**config.mk**
```make
export PLATFORM = sky130hd
export DESIGN_NAME = lfu_page_replacement
export DESIGN_NICKNAME = d
export VERILOG_FILES = /design/src/lfu_pkg.sv /design/src/lfu_cell.sv /design/src/lfu_min_tree.sv /design/src/lfu_page_replacement.sv
export SDC_FILE = /design/constraint.sdc
export NUM_CORES = 2
export LEC_CHECK = 0
export ABC_AREA = 1
export BUFFER_PORTS_ARGS = -buffer_cell sky130_fd_sc_hd__buf_4
export CAP_MARGIN = 15
export CORE_MARGIN = 1
export CORE_UTILIZATION = 50
export CTS_BUF_LIST = sky130_fd_sc_hd__clkbuf_8 sky130_fd_sc_hd__clkbuf_16
export DETAILED_ROUTE_END_ITERATION = 12
export GPL_TIMING_DRIVEN = 0
export MAX_ROUTING_LAYER = met4
export PLACE_DENSITY = 0.68
export SYNTH_ARGS = -nofsm -noshare
export SYNTH_HDL_FRONTEND = slang
export SYNTH_SLANG_ARGS = --single-unit
export TNS_END_PERCENT = 50
```
**constraint.sdc**
```tcl
create_clock -name clk -period 7.3 [get_ports clk]
set_input_delay 1.095 -clock clk [delete_from_list [all_inputs] [get_ports clk]]
set_output_delay 1.095 -clock clk [all_outputs]
set_load 0.03 [all_outputs]
```
**src/lfu_pkg.sv**
```systemverilog
// ----------------------------------------------------------------------------
// lfu_pkg
// shared types and constants for the lfu page replacement block
// ----------------------------------------------------------------------------
package lfu_pkg;

  localparam int PAGE_W          = 32;
  localparam int CFG_W           = 5;
  localparam int CFG_RESET       = 16;
  localparam int MAX_ENTRIES_DEF = 16;
  localparam int COUNT_LIMIT_DEF = 10000;

  // sequencer states
  typedef enum logic [2:0] {
    ST_IDLE,
    ST_HIT,
    ST_SCAN,
    ST_EVICT,
    ST_INS
  } lfu_state_t;

  // per-cell operation broadcast along the chain
  typedef enum logic [2:0] {
    CELL_HOLD,
    CELL_CAP,
    CELL_PUSH_HIT,
    CELL_PUSH_ALL,
    CELL_PULL
  } cell_op_t;

endpackage

```
**src/lfu_cell.sv**
```systemverilog
// ----------------------------------------------------------------------------
// lfu_cell
// one slot of the recency chain: page, use count, valid and a match flag
// ----------------------------------------------------------------------------
module lfu_cell import lfu_pkg::*; #(
  parameter int CNT_W = 14,
  parameter int IDX_W = 4,
  parameter int IDX   = 0
) (
  input  logic              clk,
  input  logic              rst_n,
  input  cell_op_t          op,
  input  logic [IDX_W-1:0]  victim_idx,
  input  logic [PAGE_W-1:0] cmp_page,
  input  logic [PAGE_W-1:0] prev_page,
  input  logic [CNT_W-1:0]  prev_cnt,
  input  logic              prev_vld,
  input  logic [PAGE_W-1:0] next_page,
  input  logic [CNT_W-1:0]  next_cnt,
  input  logic              next_vld,
  input  logic              hit_in,
  output logic [PAGE_W-1:0] page,
  output logic [CNT_W-1:0]  cnt,
  output logic              vld,
  output logic              match_now,
  output logic              match,
  output logic              hit_out
);

  logic [PAGE_W-1:0] page_r, page_nxt;
  logic [CNT_W-1:0]  cnt_r, cnt_nxt;
  logic              vld_r, vld_nxt;
  logic              match_r, match_nxt;

  assign match_now = vld_r && (page_r == cmp_page);
  // some slot at or behind this one holds the hit page
  assign hit_out   = hit_in | match_r;

  always_comb begin
    page_nxt  = page_r;
    cnt_nxt   = cnt_r;
    vld_nxt   = vld_r;
    match_nxt = match_r;
    unique case (op)
      CELL_HOLD: begin
      end
      CELL_CAP: begin
        match_nxt = match_now;
      end
      CELL_PUSH_HIT: begin
        if (hit_out) begin
          page_nxt = prev_page;
          cnt_nxt  = prev_cnt;
          vld_nxt  = prev_vld;
        end
      end
      CELL_PUSH_ALL: begin
        page_nxt = prev_page;
        cnt_nxt  = prev_cnt;
        vld_nxt  = prev_vld;
      end
      CELL_PULL: begin
        if (IDX_W'(IDX) >= victim_idx) begin
          page_nxt = next_page;
          cnt_nxt  = next_cnt;
          vld_nxt  = next_vld;
        end
      end
      default: begin
      end
    endcase
  end

  always_ff @(posedge clk) begin
    if (!rst_n) begin
      vld_r   <= 1'b0;
      match_r <= 1'b0;
    end else begin
      vld_r   <= vld_nxt;
      match_r <= match_nxt;
    end
  end

  always_ff @(posedge clk) begin
    page_r <= page_nxt;
    cnt_r  <= cnt_nxt;
  end

  assign page  = page_r;
  assign cnt   = cnt_r;
  assign vld   = vld_r;
  assign match = match_r;

endmodule

```
**src/lfu_min_tree.sv**
```systemverilog
// ----------------------------------------------------------------------------
// lfu_min_tree
// registered tree that finds the slot with the lowest count, rearmost on ties
// ----------------------------------------------------------------------------
module lfu_min_tree import lfu_pkg::*; #(
  parameter int N     = 16,
  parameter int CNT_W = 14,
  parameter int IDX_W = 4
) (
  input  logic             clk,
  input  logic             rst_n,
  input  logic [N-1:0]     leaf_vld,
  input  logic [CNT_W-1:0] leaf_cnt [N],
  output logic             root_vld,
  output logic [IDX_W-1:0] root_idx
);

  localparam int P     = 1 << IDX_W;
  localparam int INNER = P - 1;
  localparam int NODES = 2 * P - 1;

  logic             nd_vld [NODES];
  logic [CNT_W-1:0] nd_cnt [NODES];
  logic [IDX_W-1:0] nd_idx [NODES];

  // leaves, padded up to a power of two with empty slots
  for (genvar g = 0; g < P; g++) begin : g_leaf
    if (g < N) begin : g_real
      assign nd_vld[INNER+g] = leaf_vld[g];
      assign nd_cnt[INNER+g] = leaf_cnt[g];
      assign nd_idx[INNER+g] = IDX_W'(g);
    end else begin : g_pad
      assign nd_vld[INNER+g] = 1'b0;
      assign nd_cnt[INNER+g] = '0;
      assign nd_idx[INNER+g] = '0;
    end
  end

  // one register per level; left child holds the lower (more recent) slots
  for (genvar k = 0; k < INNER; k++) begin : g_node
    logic             v_r, v_nxt;
    logic [CNT_W-1:0] c_r, c_nxt;
    logic [IDX_W-1:0] i_r, i_nxt;
    logic             take_right;

    assign take_right = nd_vld[2*k+2] &&
                        (!nd_vld[2*k+1] || (nd_cnt[2*k+2] <= nd_cnt[2*k+1]));

    always_comb begin
      if (take_right) begin
        v_nxt = nd_vld[2*k+2];
        c_nxt = nd_cnt[2*k+2];
        i_nxt = nd_idx[2*k+2];
      end else begin
        v_nxt = nd_vld[2*k+1];
        c_nxt = nd_cnt[2*k+1];
        i_nxt = nd_idx[2*k+1];
      end
    end

    always_ff @(posedge clk) begin
      if (!rst_n) begin
        v_r <= 1'b0;
      end else begin
        v_r <= v_nxt;
      end
    end

    always_ff @(posedge clk) begin
      c_r <= c_nxt;
      i_r <= i_nxt;
    end

    assign nd_vld[k] = v_r;
    assign nd_cnt[k] = c_r;
    assign nd_idx[k] = i_r;
  end

  assign root_vld = nd_vld[0];
  assign root_idx = nd_idx[0];

endmodule

```
**src/lfu_page_replacement.sv**
```systemverilog
// ----------------------------------------------------------------------------
// lfu_page_replacement
// least-frequently-used page table with least-recent tie-break, built as a
// chain of slot cells plus a registered minimum-count tree
// ----------------------------------------------------------------------------
//
//  port group   direction  handshake               payload
//  in_          in         start high, busy low    in_page_number [31:0]
//  out_         out        out_valid, one cycle    out_faulted_page [31:0]
//  cfg_         in         cfg_wr_en               cfg_wr_data [4:0]
//
// a hit does the tag compare on accept, then the chain shifts the page to
// the front. a miss without eviction inserts the page after the accept. each
// eviction waits in a scan while the registered min-count tree settles,
// then closes the gap at the victim slot.
// the fault beat leaves in the cycle after the accepting edge.
// synchronous active-low reset empties the table and loads the limit with 16;
// slot contents need no clearing pass. the receiver cannot stall results.
//
module lfu_page_replacement import lfu_pkg::*; #(
  parameter int MAX_ENTRIES = MAX_ENTRIES_DEF,
  parameter int COUNT_LIMIT = COUNT_LIMIT_DEF
) (
  input  logic              clk,
  input  logic              rst_n,
  // reference channel
  input  logic              start,
  output logic              busy,
  input  logic [PAGE_W-1:0] in_page_number,
  // fault channel
  output logic              out_valid,
  output logic [PAGE_W-1:0] out_faulted_page,
  // limit register
  input  logic              cfg_wr_en,
  input  logic [CFG_W-1:0]  cfg_wr_data
);

  localparam int CNT_W = $clog2(COUNT_LIMIT + 1);
  localparam int IDX_W = (MAX_ENTRIES > 1) ? $clog2(MAX_ENTRIES) : 1;
  localparam int RES_W = $clog2(MAX_ENTRIES + 1);
  localparam int CMP_W = (RES_W > CFG_W) ? RES_W : CFG_W;
  localparam int SC_W  = $clog2(IDX_W + 1);

  // control registers
  lfu_state_t        state_r, state_nxt;
  logic [CFG_W-1:0]  lim_r;
  logic [RES_W-1:0]  resident_r, resident_nxt;
  logic [SC_W-1:0]   scan_r, scan_nxt;
  logic [PAGE_W-1:0] pg_r;
  logic              out_valid_r;
  logic [PAGE_W-1:0] out_page_r;

  // chain wiring
  cell_op_t          cell_op;
  logic [PAGE_W-1:0] c_page [MAX_ENTRIES];
  logic [CNT_W-1:0]  c_cnt  [MAX_ENTRIES];
  logic [MAX_ENTRIES-1:0] c_vld;
  logic [MAX_ENTRIES-1:0] c_match_now;
  logic [MAX_ENTRIES-1:0] c_match;
  logic [MAX_ENTRIES-1:0] c_hit;
  logic [PAGE_W-1:0] head_page;
  logic [CNT_W-1:0]  head_cnt;

  logic              root_vld;
  logic [IDX_W-1:0]  root_idx;

  logic              accept;
  logic              any_hit;
  logic [CNT_W-1:0]  hit_cnt;
  logic [CNT_W-1:0]  hit_cnt_inc;
  logic [CFG_W-1:0]  lim_eff;
  logic [RES_W-1:0]  resident_dec;
  logic              full_now;
  logic              full_after;

  assign accept  = start && !busy;
  assign any_hit = |c_match_now;

  // a limit of zero acts as one; anything above the table size acts as the table size
  assign lim_eff      = (lim_r == '0) ? CFG_W'(1) : lim_r;
  assign resident_dec = resident_r - RES_W'(1);
  assign full_now     = (CMP_W'(resident_r) >= CMP_W'(lim_eff)) ||
                        (resident_r >= RES_W'(MAX_ENTRIES));
  assign full_after   = (resident_r != '0) &&
                        ((CMP_W'(resident_dec) >= CMP_W'(lim_eff)) ||
                         (resident_dec >= RES_W'(MAX_ENTRIES)));

  // count of the hit slot; at most one slot matches
  always_comb begin
    hit_cnt = '0;
    for (int i = 0; i < MAX_ENTRIES; i++) begin
      hit_cnt = hit_cnt | ({CNT_W{c_match[i]}} & c_cnt[i]);
    end
  end

  // saturating use count
  assign hit_cnt_inc = (hit_cnt < CNT_W'(COUNT_LIMIT)) ? hit_cnt + CNT_W'(1) : hit_cnt;

  // limit register
  always_ff @(posedge clk) begin
    if (!rst_n) begin
      lim_r <= CFG_W'(CFG_RESET);
    end else if (cfg_wr_en) begin
      lim_r <= cfg_wr_data;
    end
  end

  // sequencer state register
  always_ff @(posedge clk) begin
    if (!rst_n) begin
      state_r    <= ST_IDLE;
      resident_r <= '0;
      scan_r     <= '0;
    end else begin
      state_r    <= state_nxt;
      resident_r <= resident_nxt;
      scan_r     <= scan_nxt;
    end
  end

  // sequencer next state and chain control
  always_comb begin
    state_nxt    = state_r;
    resident_nxt = resident_r;
    scan_nxt     = scan_r;
    cell_op      = CELL_HOLD;
    head_page    = pg_r;
    head_cnt     = CNT_W'(1);
    unique case (state_r)
      ST_IDLE: begin
        if (accept) begin
          cell_op  = CELL_CAP;
          scan_nxt = '0;
          if (any_hit) begin
            state_nxt = ST_HIT;
          end else if (full_now) begin
            state_nxt = ST_SCAN;
          end else begin
            state_nxt = ST_INS;
          end
        end
      end
      ST_HIT: begin
        // hit page moves to the front, slots ahead of it slide back one
        cell_op   = CELL_PUSH_HIT;
        head_cnt  = hit_cnt_inc;
        state_nxt = ST_IDLE;
      end
      ST_SCAN: begin
        // let the min tree settle on the current table
        if (scan_r == SC_W'(IDX_W - 1)) begin
          state_nxt = ST_EVICT;
        end else begin
          scan_nxt = scan_r + SC_W'(1);
        end
      end
      ST_EVICT: begin
        // close the gap at the victim slot
        cell_op      = CELL_PULL;
        resident_nxt = resident_dec;
        scan_nxt     = '0;
        state_nxt    = full_after ? ST_SCAN : ST_INS;
      end
      ST_INS: begin
        // new page at the front with a count of one
        cell_op      = CELL_PUSH_ALL;
        resident_nxt = resident_r + RES_W'(1);
        state_nxt    = ST_IDLE;
      end
      default: begin
        state_nxt = ST_IDLE;
      end
    endcase
  end

  // captured reference and fault beat
  always_ff @(posedge clk) begin
    if (!rst_n) begin
      out_valid_r <= 1'b0;
    end else begin
      out_valid_r <= accept && !any_hit;
    end
  end

  always_ff @(posedge clk) begin
    if (accept) begin
      pg_r       <= in_page_number;
      out_page_r <= in_page_number;
    end
  end

  // chain of slot cells, slot 0 most recent
  for (genvar g = 0; g < MAX_ENTRIES; g++) begin : g_cell
    logic [PAGE_W-1:0] p_page, n_page;
    logic [CNT_W-1:0]  p_cnt, n_cnt;
    logic              p_vld, n_vld, h_in;

    if (g == 0) begin : g_head
      assign p_page = head_page;
      assign p_cnt  = head_cnt;
      assign p_vld  = 1'b1;
    end else begin : g_mid
      assign p_page = c_page[g-1];
      assign p_cnt  = c_cnt[g-1];
      assign p_vld  = c_vld[g-1];
    end

    if (g == MAX_ENTRIES - 1) begin : g_tail
      assign n_page = '0;
      assign n_cnt  = '0;
      assign n_vld  = 1'b0;
      assign h_in   = 1'b0;
    end else begin : g_body
      assign n_page = c_page[g+1];
      assign n_cnt  = c_cnt[g+1];
      assign n_vld  = c_vld[g+1];
      assign h_in   = c_hit[g+1];
    end

    lfu_cell #(
      .CNT_W (CNT_W),
      .IDX_W (IDX_W),
      .IDX   (g)
    ) u_cell (
      .clk        (clk),
      .rst_n      (rst_n),
      .op         (cell_op),
      .victim_idx (root_idx),
      .cmp_page   (in_page_number),
      .prev_page  (p_page),
      .prev_cnt   (p_cnt),
      .prev_vld   (p_vld),
      .next_page  (n_page),
      .next_cnt   (n_cnt),
      .next_vld   (n_vld),
      .hit_in     (h_in),
      .page       (c_page[g]),
      .cnt        (c_cnt[g]),
      .vld        (c_vld[g]),
      .match_now  (c_match_now[g]),
      .match      (c_match[g]),
      .hit_out    (c_hit[g])
    );
  end

  lfu_min_tree #(
    .N     (MAX_ENTRIES),
    .CNT_W (CNT_W),
    .IDX_W (IDX_W)
  ) u_min_tree (
    .clk      (clk),
    .rst_n    (rst_n),
    .leaf_vld (c_vld),
    .leaf_cnt (c_cnt),
    .root_vld (root_vld),
    .root_idx (root_idx)
  );

  assign busy             = (state_r != ST_IDLE);
  assign out_valid        = out_valid_r;
  assign out_faulted_page = out_page_r;

  // a fault beat only follows an accepted reference
  a_fault_after_accept: assert property (@(posedge clk) disable iff (!rst_n)
    out_valid |-> $past(accept))
    else $error("fault beat without an accepted reference");

  // the table never holds two copies of a page
  a_single_match: assert property (@(posedge clk) disable iff (!rst_n)
    $onehot0(c_match))
    else $error("more than one slot matched");

  // eviction only with a valid victim from the tree
  a_evict_victim: assert property (@(posedge clk) disable iff (!rst_n)
    (state_r == ST_EVICT) |-> (root_vld && (RES_W'(root_idx) < resident_r)))
    else $error("eviction without a resident victim");

  // occupancy stays within the table
  a_resident_bound: assert property (@(posedge clk) disable iff (!rst_n)
    resident_r <= RES_W'(MAX_ENTRIES))
    else $error("resident count beyond table size");

endmodule

```
**Word-level counts from Yosys, hierarchy flattened**

Cells that the tools add are included.

- Flip-flop bits (word level): 1076
- Output and inout port bits: 34
- Logic and storage cells: 555

- Add/subtract/negate cells: 4
- $lt $le $gt $ge: 36
- Eq/ne operators: 60
- Multiplexer cells: 202
- Bitwise operators: 46
- Reduce and logical (&&, ||, !) cells: 94

Operator list:

| cell | number |
|---|---|
| $pmux W32 S3 | 16 |
| $mux W32 | 32 |
| $mux W14 | 48 |
| $pmux W14 S3 | 16 |
| $eq A32 B32 Y1 | 16 |
| $and A14 B14 Y14 | 16 |
| $le A14 B14 Y1 | 15 |
| $or A14 B14 Y14 | 15 |
| $ne A2 B1 Y1 const B | 32 |
| $mux W1 | 55 |
| $reduce_and A3 Y1 | 17 |
| $pmux W1 S3 | 16 |
| $logic_and A1 B1 Y1 | 34 |
| $ge A4 B4 Y1 const A | 8 |
| $mux W3 | 8 |
| $mux W4 | 5 |
| $pmux W3 S3 | 2 |
| $logic_not A1 Y1 | 17 |
| $logic_or A1 B1 Y1 | 17 |
| $ge A3 B4 Y1 const A | 4 |
| $reduce_or A16 Y1 | 1 |
| $eq A3 B2 Y1 const B | 5 |
| $or A1 B1 Y1 | 15 |
| $add A14 B1 Y14 const B | 1 |
| other kinds (21) | 31 |

**Depth between registers and ports, before layout**

- Word-level depth: 21
- Mapped depth: 17

**Modules after synthesis**

Synthesis repeated with hierarchy kept, for this count alone.

- Cell total of the unflattened synthesis: 8893
- Area, all modules: 66383.7 µm²

Modules (own cells, without submodules):

| module | times used | cells each | area each (µm²) | seq. area each (µm²) |
|---|---|---|---|---|
| lfu_min_tree | 1 | 2072 | 14281.2 | 4744.6 |
| lfu_page_replacement | 1 | 723 | 4360.4 | 1301.2 |
| lfu_cell at g_cell[13].u_cell | 1 | 310 | 3098.0 | 1421.4 |
| lfu_cell at g_cell[15].u_cell | 1 | 320 | 3037.9 | 1421.4 |
| lfu_cell at g_cell[12].u_cell | 1 | 417 | 3016.6 | 1421.4 |
| lfu_cell at g_cell[5].u_cell | 1 | 412 | 3006.6 | 1421.4 |
| lfu_cell at g_cell[1].u_cell | 1 | 411 | 3005.4 | 1421.4 |
| lfu_cell at g_cell[10].u_cell | 1 | 316 | 2982.9 | 1421.4 |
| lfu_cell at g_cell[3].u_cell | 1 | 417 | 2982.9 | 1421.4 |
| lfu_cell at g_cell[0].u_cell | 1 | 314 | 2980.4 | 1421.4 |
| lfu_cell at g_cell[8].u_cell | 1 | 416 | 2970.3 | 1421.4 |
| lfu_cell at g_cell[11].u_cell | 1 | 410 | 2966.6 | 1421.4 |
| lfu_cell at g_cell[4].u_cell | 1 | 411 | 2966.6 | 1421.4 |
| lfu_cell at g_cell[14].u_cell | 1 | 409 | 2951.6 | 1421.4 |
| +4 rows | -- | -- | -- | -- |

**Least setup slack after synthesis**

OpenSTA, ideal clock, no wires.

- Path type: reg-to-reg
- Start: register state_r[1]
- End: register g_cell[14].u_cell.vld_r
- Arrival time: 5015 ps
- Data required time: 7210 ps
- Setup slack: 2195 ps
- Cell stages (with the launch flop): 11
- Buffers on the path: 0
- Clock period less this slack: 5105 ps
- Cell sequence: dfxtp_1 > inv_2 > nor2_2 > inv_2 > nor2_8 > inv_2 > nand2_4 > nor2_4 > a211oi_1 > o21ai_0 > a31oi_1

- Word-level cells in the longest chain between the ends: 8
- Elaborated cells between the ends (all ways): 17
- Classes of those cells: eq/ne (8); mux (3); reduce/logical (6)

Ends and longest elaborated chain:

| item | line | text |
|---|---|---|
| start, declared | lfu_page_replacement.sv:45 | `lfu_state_t state_r, state_nxt;` |
| start signal, assigned | lfu_page_replacement.sv:115 | `state_r <= state_nxt;` |
| $reduce_bool A3 Y1 | lfu_page_replacement.sv:259 | `assign busy = (state_r != ST_IDLE);` |
| $logic_not A1 Y1 | lfu_page_replacement.sv:76 | `assign accept = start && !busy;` |
| $logic_and A1 B1 Y1 | lfu_page_replacement.sv:76 |  |
| $mux W1 | lfu_page_replacement.sv:131 | `if (accept) begin` |
| $pmux W3 S4 * | lfu_page_replacement.sv:129 | `unique case (state_r)` |
| $eq A3 B3 Y1 or $eq A3 B2 Y1 (tied branches) | lfu_cell.sv:44 | `unique case (op)` |
| $ne A2 B1 Y1 (no source line) or $reduce_bool A3 Y1 (tied branches) | -- |  |
| $reduce_and A3 Y1 (no source line) | -- |  |
| end signal, assigned | lfu_cell.sv:79 | `vld_r <= vld_nxt;` |
| end, declared | lfu_cell.sv:32 | `logic vld_r, vld_nxt;` |

Every way passes the cells marked *; elsewhere a longest branch is shown, timed or not.
A chain may end at the register's enable or synchronous reset.

**Worst setup path after layout**

- Start: input in_page_number[1]
- End: register state_r[0]

- Word-level cells in the longest chain between the ends: 6
- Elaborated cells between the ends (all ways): 36
- Classes of those cells: eq/ne (16); mux (3); reduce/logical (17)

Ends and longest elaborated chain:

| item | line | text |
|---|---|---|
| start, declared | lfu_page_replacement.sv:29 | `input logic [PAGE_W-1:0] in_page_number,` |
| $eq A32 B32 Y1 | lfu_cell.sv:35 | `assign match_now = vld_r && (page_r == cmp_page);` |
| $logic_and A1 B1 Y1 | lfu_cell.sv:35 |  |
| $reduce_or A16 Y1 * | lfu_page_replacement.sv:77 | `assign any_hit = \|c_match_now;` |
| $mux W3 * | lfu_page_replacement.sv:134 | `if (any_hit) begin` |
| $mux W3 * | lfu_page_replacement.sv:131 |  |
| $pmux W3 S3 * | lfu_page_replacement.sv:129 |  |

Every way passes the cells marked *; elsewhere a longest branch is shown, timed or not. The select of a mux whose other input is x is not followed.

==> impl_metrics.py <==
metrics = {
    "status": {
        "run_status": "completed",
    },
    "clock_tree": {
        "clkSinkCount": 1053,
        "clk_path_buf_depth": 3,
        "tritoncts": "built",
        "hold_buffers": 0,
        "clk_latency_ns": 0.76,
        "cts_root_buf": "sky130_fd_sc_hd__clkbuf_16",
        "htree_num_levels": 3,
        "post-cts-setup-buffer-count": 0,
        "clk_pin_slew_ns": 0.06,
        "post_cts.resized_instances": 0,
        "cts-buffers-inserted": 114,
    },
    "worst_setup_path": {
        "criticalPathCategory": "in2reg",
        "worst_setup_path_end_kind": "register",
        "worstSetupStartpointType": "primary input",
        "cp_max_fo": 10,
        "worst-endpoint-arrival_ns": 4.75,
        "cp.required_ns": 7.97,
    },
    "power": {
        "static_leak_uw": 0.0269,
        "total_power_divided_by_cell_area_nw_per_um2": 425,
        "power.total_uw": 26500,
        "vdd_ir_drop_max_uv": 229,
    },
    "die": {
        "die_width_microns": 336,
        "pin_count": 75,
        "die_area_sq_um": 113000,
        "initial_utilization": 0.507,
        "core_area_sq_um": 110000,
        "number_of_rows_in_the_core_area": 121,
        "die_y_microns": 336,
    },
    "global_routing": {
        "global_route_wire_length_before_repair_microns": 338000,
        "maximum_number_of_pins_on_one_net_before_global_route_repair": 38,
        "grt_util_all_layers": 0.436,
        "antenna_found_initial": 9,
        "grt_pass1_vias": 48500,
        "globalRouteOverflowTotal": 0,
    },
    "route": {
        "detail_route.wl_per_cell_microns": 28.3,
        "drt-total-wl_microns": 242000,
        "via_per_inst": 5.98,
        "route.vias.total": 51200,
        "final_antenna_net_count": 0,
        "drcViolationCount": 0,
        "number_of_iterations_in_the_first_detailed_routing_pass": 6,
        "detailedRoute.firstIterationViolations": 7601,
    },
    "final_layout": {
        "syn_to_final_growth_pct": 12.3,
        "area_used_by_multi_input_combinational_logic_sq_um": 22500,
        "fraction_of_final_layout_cells_sized_beyond_drive_strength_1": 0.0638,
        "filler_cell_count": 10500,
        "design_area_sq_um": 62400,
        "fin_cells": 8556,
        "design.final.nets": 7243,
        "seqCellArea_sq_um": 28800,
    },
    "placed_design": {
        "placed_area_sq_um": 58500,
        "finalWeightedCongestion": 1.08,
        "pre_cts_slack_ns": 2.80,
        "placed_cells_incl_taps": 8336,
        "hpwlAfterDp_microns": 193000,
        "portBuffers": 74,
    },
    "sta": {
        "fin_skew_ns": 0.0380,
        "final_period_demand_of_the_worst_path_ns": 4.08,
        "worst_slew_margin_rel": 0.0890,
        "timing.final.setup_violations": 0,
        "layout_setup_ws_ns": 3.22,
        "max_freq_mhz": 245,
        "total_count_of_max_transition_violations_in_the_final_report": 0,
        "grt_setup_unrepaired": "false",
        "post_route_fraction_of_the_period_consumed_by_the_critical_path": 0.559,
        "final-hold-violation-count": 0,
        "worst_pin_slew_ns": 1.37,
    },
    "synth": {
        "syn-instance-count": 6764,
        "synth_common_cells": "sky130_fd_sc_hd__nand2_1 (2180), sky130_fd_sc_hd__o21ai_0 (1020), sky130_fd_sc_hd__inv_1 (797), sky130_fd_sc_hd__edfxtp_1 (768), sky130_fd_sc_hd__nor2_1 (439)",
        "most_frequently_used_flop_master_after_synthesis": "sky130_fd_sc_hd__edfxtp_1",
        "syn_avg_cell_area_sq_um": 8.22,
        "yosysTopAreaCellShare": 0.415,
        "post-synth-top-count-cell": "sky130_fd_sc_hd__nand2_1",
        "synth_cell_types": 52,
        "synth-seq-area-share": 0.517,
        "yosys_warnings": 0,
        "synth_area_leaders": "sky130_fd_sc_hd__edfxtp_1 (41%), sky130_fd_sc_hd__nand2_1 (15%), sky130_fd_sc_hd__dfxtp_1 (10%)",
        "synth_fp_nets": 7031,
        "post_synth_instance_area_sq_um": 55600,
        "largest_area_contributor_in_the_synthesized_netlist": "sky130_fd_sc_hd__edfxtp_1",
        "async_reset_ff_frac": 0,
        "synth_enable_flop_cells": 768,
        "ys_ff_latch": 1053,
    },
    "run": {
        "timing.max_cap.violations": 0,
    },
    "hold_path": {
        "timing.hold.worst.class": "reg2reg",
    },
}
critical path, stage by stage:
cell and delay [ns]:
sky130_fd_sc_hd__buf_4 0.08, sky130_fd_sc_hd__buf_2 0.36, sky130_fd_sc_hd__inv_1 0.40, sky130_fd_sc_hd__buf_2 0.42
sky130_fd_sc_hd__nand2_1 0.21, sky130_fd_sc_hd__nand4_1 0.12, sky130_fd_sc_hd__nor3_1 0.49, sky130_fd_sc_hd__nand3_1 0.28
sky130_fd_sc_hd__nor2_1 0.47, sky130_fd_sc_hd__nor2_1 0.22, sky130_fd_sc_hd__nand2_1 0.11, sky130_fd_sc_hd__nor2_1 0.13
sky130_fd_sc_hd__nand2_1 0.13, sky130_fd_sc_hd__nand2_1 0.07, sky130_fd_sc_hd__a21oi_1 0.12
where the power goes:
group	switching, uW	internal, uW	leakage, uW
registers	1760	9260	0.00948
logic	6590	2710	0.0154
clock network	2600	3590	0.00205
total	11000	15600	0.0269
metrics by stage:
stage / hold WS [ns] / util / TNS [ns]
floorplan: 0.396 / - / 0
global placement: 0.402 / 0.529 / -116.02
detailed placement: 0.410 / 0.533 / 0
CTS: 0.424 / 0.570 / 0
global route: 0.438 / 0.570 / 0
finish: 0.424 / 0.570 / 0
worst paths after layout:
| check | to | startpoint | depth (start not counted) | slack, ns |
|---|---|---|---|---|
| max reg2reg | g_cell[15].u_cell.page[25] | state_r[1] | 8 | 3.78 |
| max | state_r[0] | in_page_number[1] | 15 | 3.22 |
| min | u_min_tree.g_node[3].i_r[0] | u_min_tree.g_node[8].i_r[0] | 2 | 0.42 |
| min reg2reg | u_min_tree.g_node[3].i_r[0] | u_min_tree.g_node[8].i_r[0] | 2 | 0.42 |
flip-flops by register name, indices dropped and copies added, names as in the netlist, 5 cells and up:
| signal | count |
|---|---|
| g_cell.u_cell.vld | 16 |
| u_min_tree.g_node.i_r | 22 |
| u_min_tree.g_node.v_r | 14 |
| g_cell.u_cell.page | 512 |
| lim_r | 5 |
| resident_r | 5 |
| u_min_tree.g_node.c_r | 196 |
| out_faulted_page | 32 |
| g_cell.u_cell.match | 16 |
| g_cell.u_cell.cnt | 224 |
layout by cell type (no fill, tap or decap), types with 4 or more instances in the layout:
master / count
sky130_fd_sc_hd__inv_2: 24
sky130_fd_sc_hd__nor2_1: 437
sky130_fd_sc_hd__bufinv_16: 14
sky130_fd_sc_hd__a21o_1: 8
sky130_fd_sc_hd__o211ai_1: 37
sky130_fd_sc_hd__clkinv_2: 19
sky130_fd_sc_hd__o2111ai_1: 4
sky130_fd_sc_hd__ha_1: 226
sky130_fd_sc_hd__nand4_1: 69
sky130_fd_sc_hd__diode_2: 6
sky130_fd_sc_hd__clkinv_1: 21
sky130_fd_sc_hd__xnor2_1: 51
sky130_fd_sc_hd__buf_8: 7
sky130_fd_sc_hd__xor2_1: 99
sky130_fd_sc_hd__o22ai_1: 54
sky130_fd_sc_hd__edfxtp_1: 768
sky130_fd_sc_hd__buf_12: 15
sky130_fd_sc_hd__o221ai_1: 5
sky130_fd_sc_hd__buf_1: 11
sky130_fd_sc_hd__a31oi_1: 16
sky130_fd_sc_hd__o21a_1: 4
sky130_fd_sc_hd__clkbuf_16: 121
sky130_fd_sc_hd__o21ai_0: 1020
sky130_fd_sc_hd__clkbuf_1: 156
sky130_fd_sc_hd__nor3_1: 66
sky130_fd_sc_hd__inv_1: 814
sky130_fd_sc_hd__or2_2: 6
sky130_fd_sc_hd__o21ai_1: 6
sky130_fd_sc_hd__clkbuf_8: 11
sky130_fd_sc_hd__nand3_1: 114
sky130_fd_sc_hd__dfxtp_1: 285
sky130_fd_sc_hd__a21oi_1: 128
sky130_fd_sc_hd__a211oi_1: 26
sky130_fd_sc_hd__nand2_1: 2180
sky130_fd_sc_hd__buf_2: 130
sky130_fd_sc_hd__buf_4: 78
cell families (layout without fill, tap and decap cells):
group                    count (synthesis)  after routing  share of synthesized area
buffers and inverters                 1123           1433                     0.0792
XOR/XNOR                               150            150                     0.0236
AO/OA/AOI/OAI                         1318           1318                      0.125
AND/OR/NAND/NOR                       2894           2894                      0.204
flip-flops                            1053           1053                      0.517
other                                    0              6                          0
adder cells (fa/ha/maj)                226            226                     0.0508
area by class of cell:
cell class / instances / share of cell area
Inverter: 820 / 0.0493
Tap cell: 1476 / 0.0296
Clock buffer: 132 / 0.0509
Antenna cell: 6 / 0.000240
Multi-Input combinational cell: 4588 / 0.360
Buffer: 303 / 0.0212
Timing Repair Buffer: 96 / 0.0154
Sequential cell: 1053 / 0.461
Clock inverter: 82 / 0.0123
routing by layer:
| metal | track usage | share of wire |
|---|---|---|
| met3 | 0.0915 | 0.11 |
| met4 | 0.286 | 0.079 |
| met2 | 0.654 | 0.44 |
| met5 | - | 0 |
| met1 | 0.533 | 0.37 |
Note: power is estimated with default switching activity, not from simulation.
